$ cat src/hw/rtl/tdpc_pkg.sv
`timescale 1ns / 1ps

package tdpc_pkg;

    // Default operand width and fixed result widths
    localparam int NUMBER_BITS_DEF = 16;
    localparam int PRIME_W         = 16;
    localparam int DIV_W           = 32;

    // Lowest divisor tried, and the operand below which nothing is tested
    localparam int FIRST_DIVISOR   = 2;

    typedef enum logic [2:0] {
        ST_IDLE,
        ST_XSTART,
        ST_TEST,
        ST_DIVWAIT,
        ST_ADVANCE,
        ST_DONE
    } state_t;

    // Remainder unit status toward the sequencer
    typedef struct packed {
        logic busy;
        logic done;
        logic rem_zero;
    } div_status_t;

endpackage

$ cat src/hw/rtl/trial_division_prime_counter_unit.sv
`timescale 1ns / 1ps
// ---------------------------------------------------------------------------
//  channel  dir  ports                                   beat
//  s_       in   s_valid s_ready s_range_start/end       one range request
//  m_       out  m_valid m_ready m_prime_count           one result
//                m_division_count
// ---------------------------------------------------------------------------
// One request at a time; s_ready is high only while the sequencer is idle.
// The single bit-serial remainder unit sets the pace: each x >= 2 in the range
// is divided by successive divisors from 2 up to sqrt(x), stopping at the first
// one that leaves no remainder; x is prime when none up to sqrt(x) divides it.
// aresetn is synchronous, active low; it clears the sequencer and m_valid.
// A finished result sits in the output register; a new request is taken
// while it waits, and the sequencer stalls in ST_DONE only if the next
// result is ready before the old one is taken.
// ---------------------------------------------------------------------------
module trial_division_prime_counter_unit #(
    parameter int NUMBER_BITS = tdpc_pkg::NUMBER_BITS_DEF
) (
    input  logic                         aclk,
    input  logic                         aresetn,

    input  logic                         s_valid,
    output logic                         s_ready,
    input  logic [NUMBER_BITS-1:0]       s_range_start,
    input  logic [NUMBER_BITS-1:0]       s_range_end,

    output logic                         m_valid,
    input  logic                         m_ready,
    output logic [tdpc_pkg::PRIME_W-1:0] m_prime_count,
    output logic [tdpc_pkg::DIV_W-1:0]   m_division_count
);

    localparam int NB = NUMBER_BITS;
    localparam int PW = tdpc_pkg::PRIME_W;
    localparam int DW = tdpc_pkg::DIV_W;

    tdpc_pkg::state_t state_reg, state_next;

    // working registers
    logic [NB-1:0]  x_reg;         // number under test
    logic [NB-1:0]  hi_reg;        // last number of the range
    logic [NB-1:0]  d_reg;         // current divisor
    logic [NB:0]    sq_reg;        // d_reg squared, kept incrementally
    logic [NB-1:0]  add_reg;       // divisions charged to x_reg
    logic           prime_reg;     // x_reg found prime
    logic [PW-1:0]  primes_reg;
    logic [DW-1:0]  divs_reg;

    // output register
    logic           m_valid_reg;
    logic [PW-1:0]  m_prime_reg;
    logic [DW-1:0]  m_divs_reg;

    logic           s_accept;
    logic           div_start;
    logic           out_load;
    logic           sq_above_x;
    logic           x_small;
    logic [DW:0]    divs_sum;

    tdpc_pkg::div_status_t div_stat;

    tdpc_div #(
        .NB (NB)
    ) u_div (
        .aclk     (aclk),
        .aresetn  (aresetn),
        .start    (div_start),
        .dividend (x_reg),
        .divisor  (d_reg),
        .status   (div_stat)
    );

    assign s_accept   = s_valid && s_ready;
    assign sq_above_x = (sq_reg > {1'b0, x_reg});
    assign x_small    = (x_reg < NB'(tdpc_pkg::FIRST_DIVISOR));
    assign divs_sum   = {1'b0, divs_reg} + (DW+1)'(add_reg);

    // next state
    always_comb begin
        state_next = state_reg;
        case (state_reg)
            tdpc_pkg::ST_IDLE: begin
                if (s_accept) begin
                    state_next = (s_range_start > s_range_end) ? tdpc_pkg::ST_DONE
                                                               : tdpc_pkg::ST_XSTART;
                end
            end
            tdpc_pkg::ST_XSTART: begin
                state_next = x_small ? tdpc_pkg::ST_ADVANCE : tdpc_pkg::ST_TEST;
            end
            tdpc_pkg::ST_TEST: begin
                state_next = sq_above_x ? tdpc_pkg::ST_ADVANCE : tdpc_pkg::ST_DIVWAIT;
            end
            tdpc_pkg::ST_DIVWAIT: begin
                if (div_stat.done) begin
                    state_next = div_stat.rem_zero ? tdpc_pkg::ST_ADVANCE
                                                   : tdpc_pkg::ST_TEST;
                end
            end
            tdpc_pkg::ST_ADVANCE: begin
                state_next = (x_reg == hi_reg) ? tdpc_pkg::ST_DONE : tdpc_pkg::ST_XSTART;
            end
            tdpc_pkg::ST_DONE: begin
                if (!m_valid_reg || m_ready) begin
                    state_next = tdpc_pkg::ST_IDLE;
                end
            end
            default: state_next = tdpc_pkg::ST_IDLE;
        endcase
    end

    // control outputs
    always_comb begin
        s_ready   = 1'b0;
        div_start = 1'b0;
        out_load  = 1'b0;
        case (state_reg)
            tdpc_pkg::ST_IDLE: s_ready   = 1'b1;
            tdpc_pkg::ST_TEST: div_start = !sq_above_x;
            tdpc_pkg::ST_DONE: out_load  = !m_valid_reg || m_ready;
            default: ;
        endcase
    end

    always_ff @(posedge aclk) begin
        if (!aresetn) begin
            state_reg   <= tdpc_pkg::ST_IDLE;
            m_valid_reg <= 1'b0;
        end else begin
            state_reg <= state_next;
            if (out_load) begin
                m_valid_reg <= 1'b1;
            end else if (m_ready) begin
                m_valid_reg <= 1'b0;
            end
        end
    end

    // datapath
    always_ff @(posedge aclk) begin
        case (state_reg)
            tdpc_pkg::ST_IDLE: begin
                x_reg      <= s_range_start;
                hi_reg     <= s_range_end;
                primes_reg <= '0;
                divs_reg   <= '0;
            end
            tdpc_pkg::ST_XSTART: begin
                d_reg     <= NB'(tdpc_pkg::FIRST_DIVISOR);
                sq_reg    <= (NB+1)'(tdpc_pkg::FIRST_DIVISOR * tdpc_pkg::FIRST_DIVISOR);
                add_reg   <= '0;
                prime_reg <= 1'b0;
            end
            tdpc_pkg::ST_TEST: begin
                if (sq_above_x) begin
                    // no factor up to sqrt(x): prime, full search cost
                    add_reg   <= x_reg - NB'(tdpc_pkg::FIRST_DIVISOR);
                    prime_reg <= 1'b1;
                end
            end
            tdpc_pkg::ST_DIVWAIT: begin
                if (div_stat.done) begin
                    if (div_stat.rem_zero) begin
                        add_reg <= d_reg - 1'b1;
                    end else begin
                        // (d+1)^2 = d^2 + 2d + 1
                        sq_reg <= sq_reg + {d_reg, 1'b1};
                        d_reg  <= d_reg + 1'b1;
                    end
                end
            end
            tdpc_pkg::ST_ADVANCE: begin
                divs_reg <= divs_sum[DW] ? '1 : divs_sum[DW-1:0];
                if (prime_reg && (primes_reg != '1)) begin
                    primes_reg <= primes_reg + 1'b1;
                end
                x_reg <= x_reg + 1'b1;
            end
            default: ;
        endcase
    end

    always_ff @(posedge aclk) begin
        if (out_load) begin
            m_prime_reg <= primes_reg;
            m_divs_reg  <= divs_reg;
        end
    end

    assign m_valid          = m_valid_reg;
    assign m_prime_count    = m_prime_reg;
    assign m_division_count = m_divs_reg;

`ifndef SYNTH
    // remainder unit is never restarted mid-operation
    a_div_idle_on_start: assert property (@(posedge aclk) disable iff (!aresetn)
        div_start |-> !div_stat.busy)
        else $error("remainder unit started while busy");

    // the incremental square tracks the divisor
    a_square_tracks: assert property (@(posedge aclk) disable iff (!aresetn)
        (state_reg == tdpc_pkg::ST_TEST) |->
        ((2*NB)'(sq_reg) == (2*NB)'(d_reg) * (2*NB)'(d_reg)))
        else $error("divisor square out of step");

    // a request is taken only from idle, and the sequencer leaves idle at once
    a_ready_drops: assert property (@(posedge aclk) disable iff (!aresetn)
        s_accept |=> !s_ready)
        else $error("ready held after accepting a request");

    // a new result appears only out of the finish state
    a_result_source: assert property (@(posedge aclk) disable iff (!aresetn)
        $rose(m_valid) |-> $past(state_reg == tdpc_pkg::ST_DONE))
        else $error("result raised outside finish state");
`endif

endmodule

$ cat src/hw/rtl/tdpc_div.sv
`timescale 1ns / 1ps

// Restoring remainder unit: one quotient bit per cycle, a shift step for each
// dividend bit after start, done flagged for one cycle right after the last step.
module tdpc_div #(
    parameter int NB = tdpc_pkg::NUMBER_BITS_DEF
) (
    input  logic                  aclk,
    input  logic                  aresetn,
    input  logic                  start,
    input  logic [NB-1:0]         dividend,
    input  logic [NB-1:0]         divisor,
    output tdpc_pkg::div_status_t status
);

    localparam int CNT_W = $clog2(NB);

    logic             busy_reg;
    logic             done_reg;
    logic [CNT_W-1:0] cnt_reg;
    logic [NB-1:0]    rem_reg;
    logic [NB-1:0]    shf_reg;
    logic [NB-1:0]    dvsr_reg;

    logic [NB:0]      trial;
    logic             fits;
    logic [NB-1:0]    rem_next;

    assign trial    = {rem_reg, shf_reg[NB-1]};
    assign fits     = (trial >= {1'b0, dvsr_reg});
    assign rem_next = fits ? NB'(trial - {1'b0, dvsr_reg}) : trial[NB-1:0];

    always_ff @(posedge aclk) begin
        if (!aresetn) begin
            busy_reg <= 1'b0;
            done_reg <= 1'b0;
        end else begin
            done_reg <= busy_reg && !start && (cnt_reg == '0);
            if (start) begin
                busy_reg <= 1'b1;
            end else if (busy_reg && (cnt_reg == '0)) begin
                busy_reg <= 1'b0;
            end
        end
    end

    always_ff @(posedge aclk) begin
        if (start) begin
            shf_reg  <= dividend;
            dvsr_reg <= divisor;
            rem_reg  <= '0;
            cnt_reg  <= CNT_W'(NB - 1);
        end else if (busy_reg) begin
            shf_reg <= {shf_reg[NB-2:0], 1'b0};
            rem_reg <= rem_next;
            cnt_reg <= cnt_reg - 1'b1;
        end
    end

    assign status.busy     = busy_reg;
    assign status.done     = done_reg;
    assign status.rem_zero = (rem_reg == '0);

endmodule
$ cat config.mk
export PLATFORM = sky130hd
export DESIGN_NAME = trial_division_prime_counter_unit
export DESIGN_NICKNAME = d
export VERILOG_FILES = /design/src/hw/rtl/tdpc_pkg.sv /design/src/hw/rtl/trial_division_prime_counter_unit.sv /design/src/hw/rtl/tdpc_div.sv
export SDC_FILE = /design/constraint.sdc
export NUM_CORES = 1
export LEC_CHECK = 0
export ABC_AREA = 1
export BUFFER_PORTS_ARGS = -buffer_cell sky130_fd_sc_hd__buf_2
export CAP_MARGIN = 0
export CORE_ASPECT_RATIO = 1.4
export CORE_MARGIN = 4
export CORE_UTILIZATION = 65
export DETAILED_ROUTE_END_ITERATION = 7
export PLACE_DENSITY = 0.81
export SETUP_SLACK_MARGIN = 0.05
export SLEW_MARGIN = 25
export SYNTH_ARGS = -nofsm -noshare
export SYNTH_HDL_FRONTEND = slang
export SYNTH_SLANG_ARGS = --single-unit
$ cat constraint.sdc
create_clock -name aclk -period 6.7 [get_ports aclk]
set_clock_uncertainty 0.05 [all_clocks]
set_input_delay 0.335 -clock aclk [delete_from_list [all_inputs] [get_ports aclk]]
set_output_delay 0.335 -clock aclk [all_outputs]
set_load 0.005 [all_outputs]
# Word level (Yosys, flattened, before mapping)
# Index checks and enable logic that the tools add are counted.
# word_totals
regBits	236
latch_bits	0
mem_bits_rw	0
romBits	0
output_inout_bits	50
word_cells	105
n_memories	0
# classes
n_addsub	9
mul	0
n_div	0
magnitude_cmp	4
eq_ne	14
shifts	0
muxes	36
bitwise	0
reduce_logical	24
# ops
cell	count
16-bit 2-to-1 mux	9
16-bit case mux with 2 select lines	3
32-bit case mux with 2 select lines	1
16-bit by 1-bit adder with 16-bit output (second input constant)	3
16-bit case mux with 3 select lines	1
17-bit 2-to-1 mux	2
17-bit case mux with 2 select lines	1
32-bit by 16-bit adder with 33-bit output	1
32-bit 2-to-1 mux	1
3-bit 2-to-1 mux	8
3-bit case mux with 6 select lines	1
17-bit adder	1
17-bit by 16-bit >= comparator with 1-bit output	1
17-bit by 16-bit greater-than comparator with 1-bit output	1
16-bit == test	1
16-bit greater-than comparator	1
16-bit zero test	1
16-bit by 2-bit < comparator with 1-bit output (second input constant)	1
16-bit != test (second input constant)	1
16-bit by 1-bit subtractor with 16-bit output (second input constant)	1
16-bit subtractor	1
16-bit by 2-bit subtractor with 16-bit output (second input constant)	1
2-bit != test (second input constant)	6
2-bit nonzero test	6
16 further kinds	33

# Logic depth before layout (Yosys ltp)
# depth
word_depth	6
ltp_mapped	19

# Hierarchy
# A second synthesis with hierarchy kept.
# unflattened
hier_cells	1724
hier_area_um2	14473.9
# modules_own_cells
mod	instances	cells_per_inst	area_per_inst_um2
trial_division_prime_counter_unit	1	1265	10995.5
tdpc_div	1	459	3478.3

# Worst setup path before layout
# Ideal clock, no wire load.
# synth_path
path_type	reg-to-reg
startpoint	register state_reg[2]
endpoint	register m_divs_reg[0], in the netlist m_division_count[0], enable pin
arrival_time_ns	2.653
required_ns	6.197
path_slack_ns	3.544
path_stages_with_launch	5
cell_sequence	dfxtp_1 > inv_1 > nor3_1 > inv_1 > nor2_1
# synth_via
elab_chain_cells	2
# synth_rtl
element	line	text
start, declared	trial_division_prime_counter_unit.sv:38	tdpc_pkg::state_t state_reg, state_next;
start signal, assigned	trial_division_prime_counter_unit.sv:129	state_reg <= tdpc_pkg::ST_IDLE;
start signal, assigned	trial_division_prime_counter_unit.sv:132	state_reg <= state_next;
3-bit == test	trial_division_prime_counter_unit.sv:119	case (state_reg)
1-bit 2-to-1 mux	trial_division_prime_counter_unit.sv:119	
via out_load	trial_division_prime_counter_unit.sv:57	logic out_load;
end signal, assigned	trial_division_prime_counter_unit.sv:188	m_divs_reg <= divs_reg;
end, declared	trial_division_prime_counter_unit.sv:53	logic [DW-1:0] m_divs_reg;
# The timed path passes the listed nets, and every way through them passes these cells.
# A chain may end at the register's enable or synchronous reset.

# Worst setup path after layout
# layout_path
startpoint	register x_reg[7]
endpoint	register u_div.rem_reg[4]
# layout_via
elab_chain_cells	3
# layout_rtl
element	line	text
start, declared	trial_division_prime_counter_unit.sv:41	logic [NB-1:0] x_reg;
start signal, assigned	trial_division_prime_counter_unit.sv:145	x_reg <= s_range_start;
start signal, assigned	trial_division_prime_counter_unit.sv:179	x_reg <= x_reg + 1'b1;
17-bit by 16-bit greater-than comparator with 1-bit output	trial_division_prime_counter_unit.sv:76	assign sq_above_x = (sq_reg > {1'b0, x_reg});
1-bit zero test	trial_division_prime_counter_unit.sv:121	tdpc_pkg::ST_TEST: div_start = !sq_above_x;
1-bit 2-to-1 mux	trial_division_prime_counter_unit.sv:119	
end signal, assigned	tdpc_div.sv:55	rem_reg <= rem_next;
end, declared	tdpc_div.sv:21	logic [NB-1:0] rem_reg;
# Every way passes these cells.

==> summary.txt <==
Status
  – Status: finished, final reports clean

Clock network
  – CTS tree: done
  – Hold Buf Count CTS: 16
  – Total CTS buffers: 23
  – Longest Clk Path Bufs: 3
  – Reg clk slew, reported paths: 0.07 ns
  – Postcts setup bufs: 0
  – Post_cts resized: 0
  – Clk root buf: clkbuf_16
  – Later-pin clock latency in the skew report: 0.52 ns
  – Htree depth: 1
  – TritonCTS Sinks: 236

Finish
  – Layout Nets: 1856
  – FILL cells: 1611
  – Final instance area: 15700 um^2
  – Area growth syn-to-layout: 11.2%
  – Share of cells above drive strength 1: 10.1%
  – Final core utilization: 73.6%
  – Commonest cells after routing, fill and taps aside: nand2_1, inv_1, edfxtp_1, nor2_1, a21oi_1
  – Non-Filler Instances: 2009
  – Most common cell after layout, fill and taps aside: nand2_1

Yosys
  – Number of synthesized flops with an enable pin: 210
  – Sequential cell area fraction in the yosys report: 48.5%
  – Synthesized cell area: 14100 um^2
  – Distinct cells, synth: 54
  – Asr flop ratio synth: 0%
  – Top_reg_cell synth: edfxtp_1
  – Yosys reg bits: 236
  – Post-Synthesis Net Count: 1754
  – YS warnings: 0
  – Gate Count Post-Synth: 1629
  – Synthesized area per cell: 8.64 um^2

STA
  – Final Hold Fails: 0
  – Max-slew violations: 0
  – RSZ-0062 raised after global routing: no
  – Final worst-path cycle share: 54.9%
  – Max Fclk: 272 MHz
  – Setup-failing EPs final: 0
  – Setup ws final: 3.02 ns
  – Slew headroom: 40.3%
  – Least-Margin Pin Slew: 0.894 ns
  – Post-layout min period: 3.68 ns
  – Setup TNS: 0 ns

Drt
  – DRT iter0 DRCs: 996
  – WL/cell: 17.4 um
  – DRC Markers: 0
  – TritonRoute pass-1 iters: 6
  – Avg Vias per Cell: 5.81
  – Remaining antenna violation count: 0
  – Total number of vias: 11.7k
  – Routed WL: 34900 um

Hold path
  – Hold WC Path Type: input port to register
  – Worst hold stages: 3

Critical path
  – Critical path class: register to register
  – CP dominant cell by count: nand2_1
  – Crit path max-delay family: simple AND/OR/NAND/NOR gates
  – Critical Path AT: 4.07 ns
  – Critical path depth: 14
  – Worst Reg-to-Reg Cells: 14
  – CP Buf/Inv Count: 2
  – Slowest CP cell: nand2_1
  – CP required: 7.09 ns
  – CP cell instances: inv_1 > ha_1 > nand2_1 > nor2_1 > nand2_1 > nor2_1 > nor2_1 > nand2_1 > nand2_1 > nand2_2 > nand2_1 > inv_2 > nand2_1 > o21ai_0
  – CP endpoint kind: register
  – CP Launch Type: register
  – Max incr delay on CP: 0.72 ns
  – Crit Path Max Fanout: 39

Global routing
  – Largest net degree at the start of global routing: 49
  – Initial antenna violation count: 1
  – Gr usage total: 28.7%
  – Met2 usage: 53.9%
  – Vias in the first global route: 11.3k
  – Met3 GRT Util: 2.90%
  – Routing usage on met1: 32.8%
  – Grt ovf: 0
  – Busiest metal layer after global routing: met2
  – Global-route wire length before repair: 56000 um

Place
  – Area after DPL: 14700 um^2
  – IO Port Bufs: 85
  – Dpl hpwl: 25900 um
  – Dpl cells: 1950
  – Pre-CTS WS: 3.08 ns
  – Placer Congestion: 0.967

Floorplan
  – Die height: 182 um
  – DIE WIDTH: 132 um
  – Initial Utilization: 66.1%
  – FP Rows: 63
  – Core area: 21300 um^2
  – IO Count: 86
  – Die Footprint: 24100 um^2

Power and ir drop
  – Maximum VDD drop: 0.276 mV
  – PwrDens: 427 nW/um^2
  – Static leakage: 0.00690 uW

Run
  – Total of max-cap violations: 0
-- per-stage QoR --
stage                     total power (uW)  hold WS (ns)
after floorplan                       4520         0.376
after global placement                5210         0.384
after detailed placement              5300         0.391
after CTS                             6670        0.0478
after global routing                  7140        0.0545
final                                 6690        0.0752
-- cells in the mapped netlist, drive strengths merged, types with 18 or more instances --
library cell / count / share of area, %
dfxtp: 26 / 3.7
nand4: 18 / 0.84
edfxtp: 210 / 45
xnor2: 26 / 1.6
ha: 86 / 7.6
nand3: 95 / 3.5
xor2: 23 / 1.4
a21oi: 127 / 4.5
inv: 221 / 5.9
nand2: 372 / 10
nor2: 169 / 4.6
buf: 20 / 1.1
o21ai: 112 / 4.1
nor3: 36 / 1.5
-- cell type report --
class	instances	area, um^2	share of cell area [%]
clock inverters	11	144	0.919
multi-input cells	1138	6230	39.8
flip-flops and latches	236	6830	43.6
well taps	260	325	2.08
repair buffers	109	646	4.12
diodes	1	2.50	0.0160
inverters	223	840	5.36
clock buffers	31	636	4.06
-- worst reg2reg max path: cells and delay by family, from the launching register on --
| kind | cells | cell delay, ns |
|---|---|---|
| compound gates | 1 | 0.07 |
| simple gates | 10 | 1.92 |
| flops | 1 | 0.54 |
| buf+inv | 2 | 0.70 |
| fa+ha+maj | 1 | 0.32 |
-- final timing paths --
check | start | end | slack (ns)
hold / removal | s_range_start[4] | x_reg[4]$_DFFE_PP_ | 0.08
setup reg to reg | x_reg[7]$_DFFE_PP_ | u_div.rem_reg[4]$_SDFFE_PP0P_ | 3.02
hold reg to reg | primes_reg[9]$_SDFFCE_PN0P_ | m_prime_count[9]$_DFFE_PP_ | 0.40
setup / recovery | x_reg[7]$_DFFE_PP_ | u_div.rem_reg[4]$_SDFFE_PP0P_ | 3.02
-- layer usage --
layer | routed length [um] | up-vias
li1 | - | 5691
met1 | 13100 | 5446
met2 | 18500 | 427
met3 | 1690 | 114
met4 | 1570 | 0
met5 | 0 | -
-- cells by family (layout without fill, tap and decap cells) --
logic type / Yosys count / in the layout / synth area share [%]
DFF: 236 / 236 / 48.5
AOI/OAI and AO/OA: 279 / 279 / 10.7
xor gates and xnor gates: 49 / 49 / 3.05
adders and majority gates: 89 / 89 / 8.07
buffers and inverters: 255 / 374 / 7.33
other: 0 / 1 / 0
and+or+nand+nor: 721 / 721 / 22.3
-- power by group --
group          total (uW)  leakage (uW)  switching, uW  internal [uW]
registers            2710       0.00226            453           2260
logic                2640       0.00425           1770            864
clock network        1340      0.000382            554            786
total                6690       0.00690           2780           3910
Note: power is estimated with default switching activity, not from simulation.
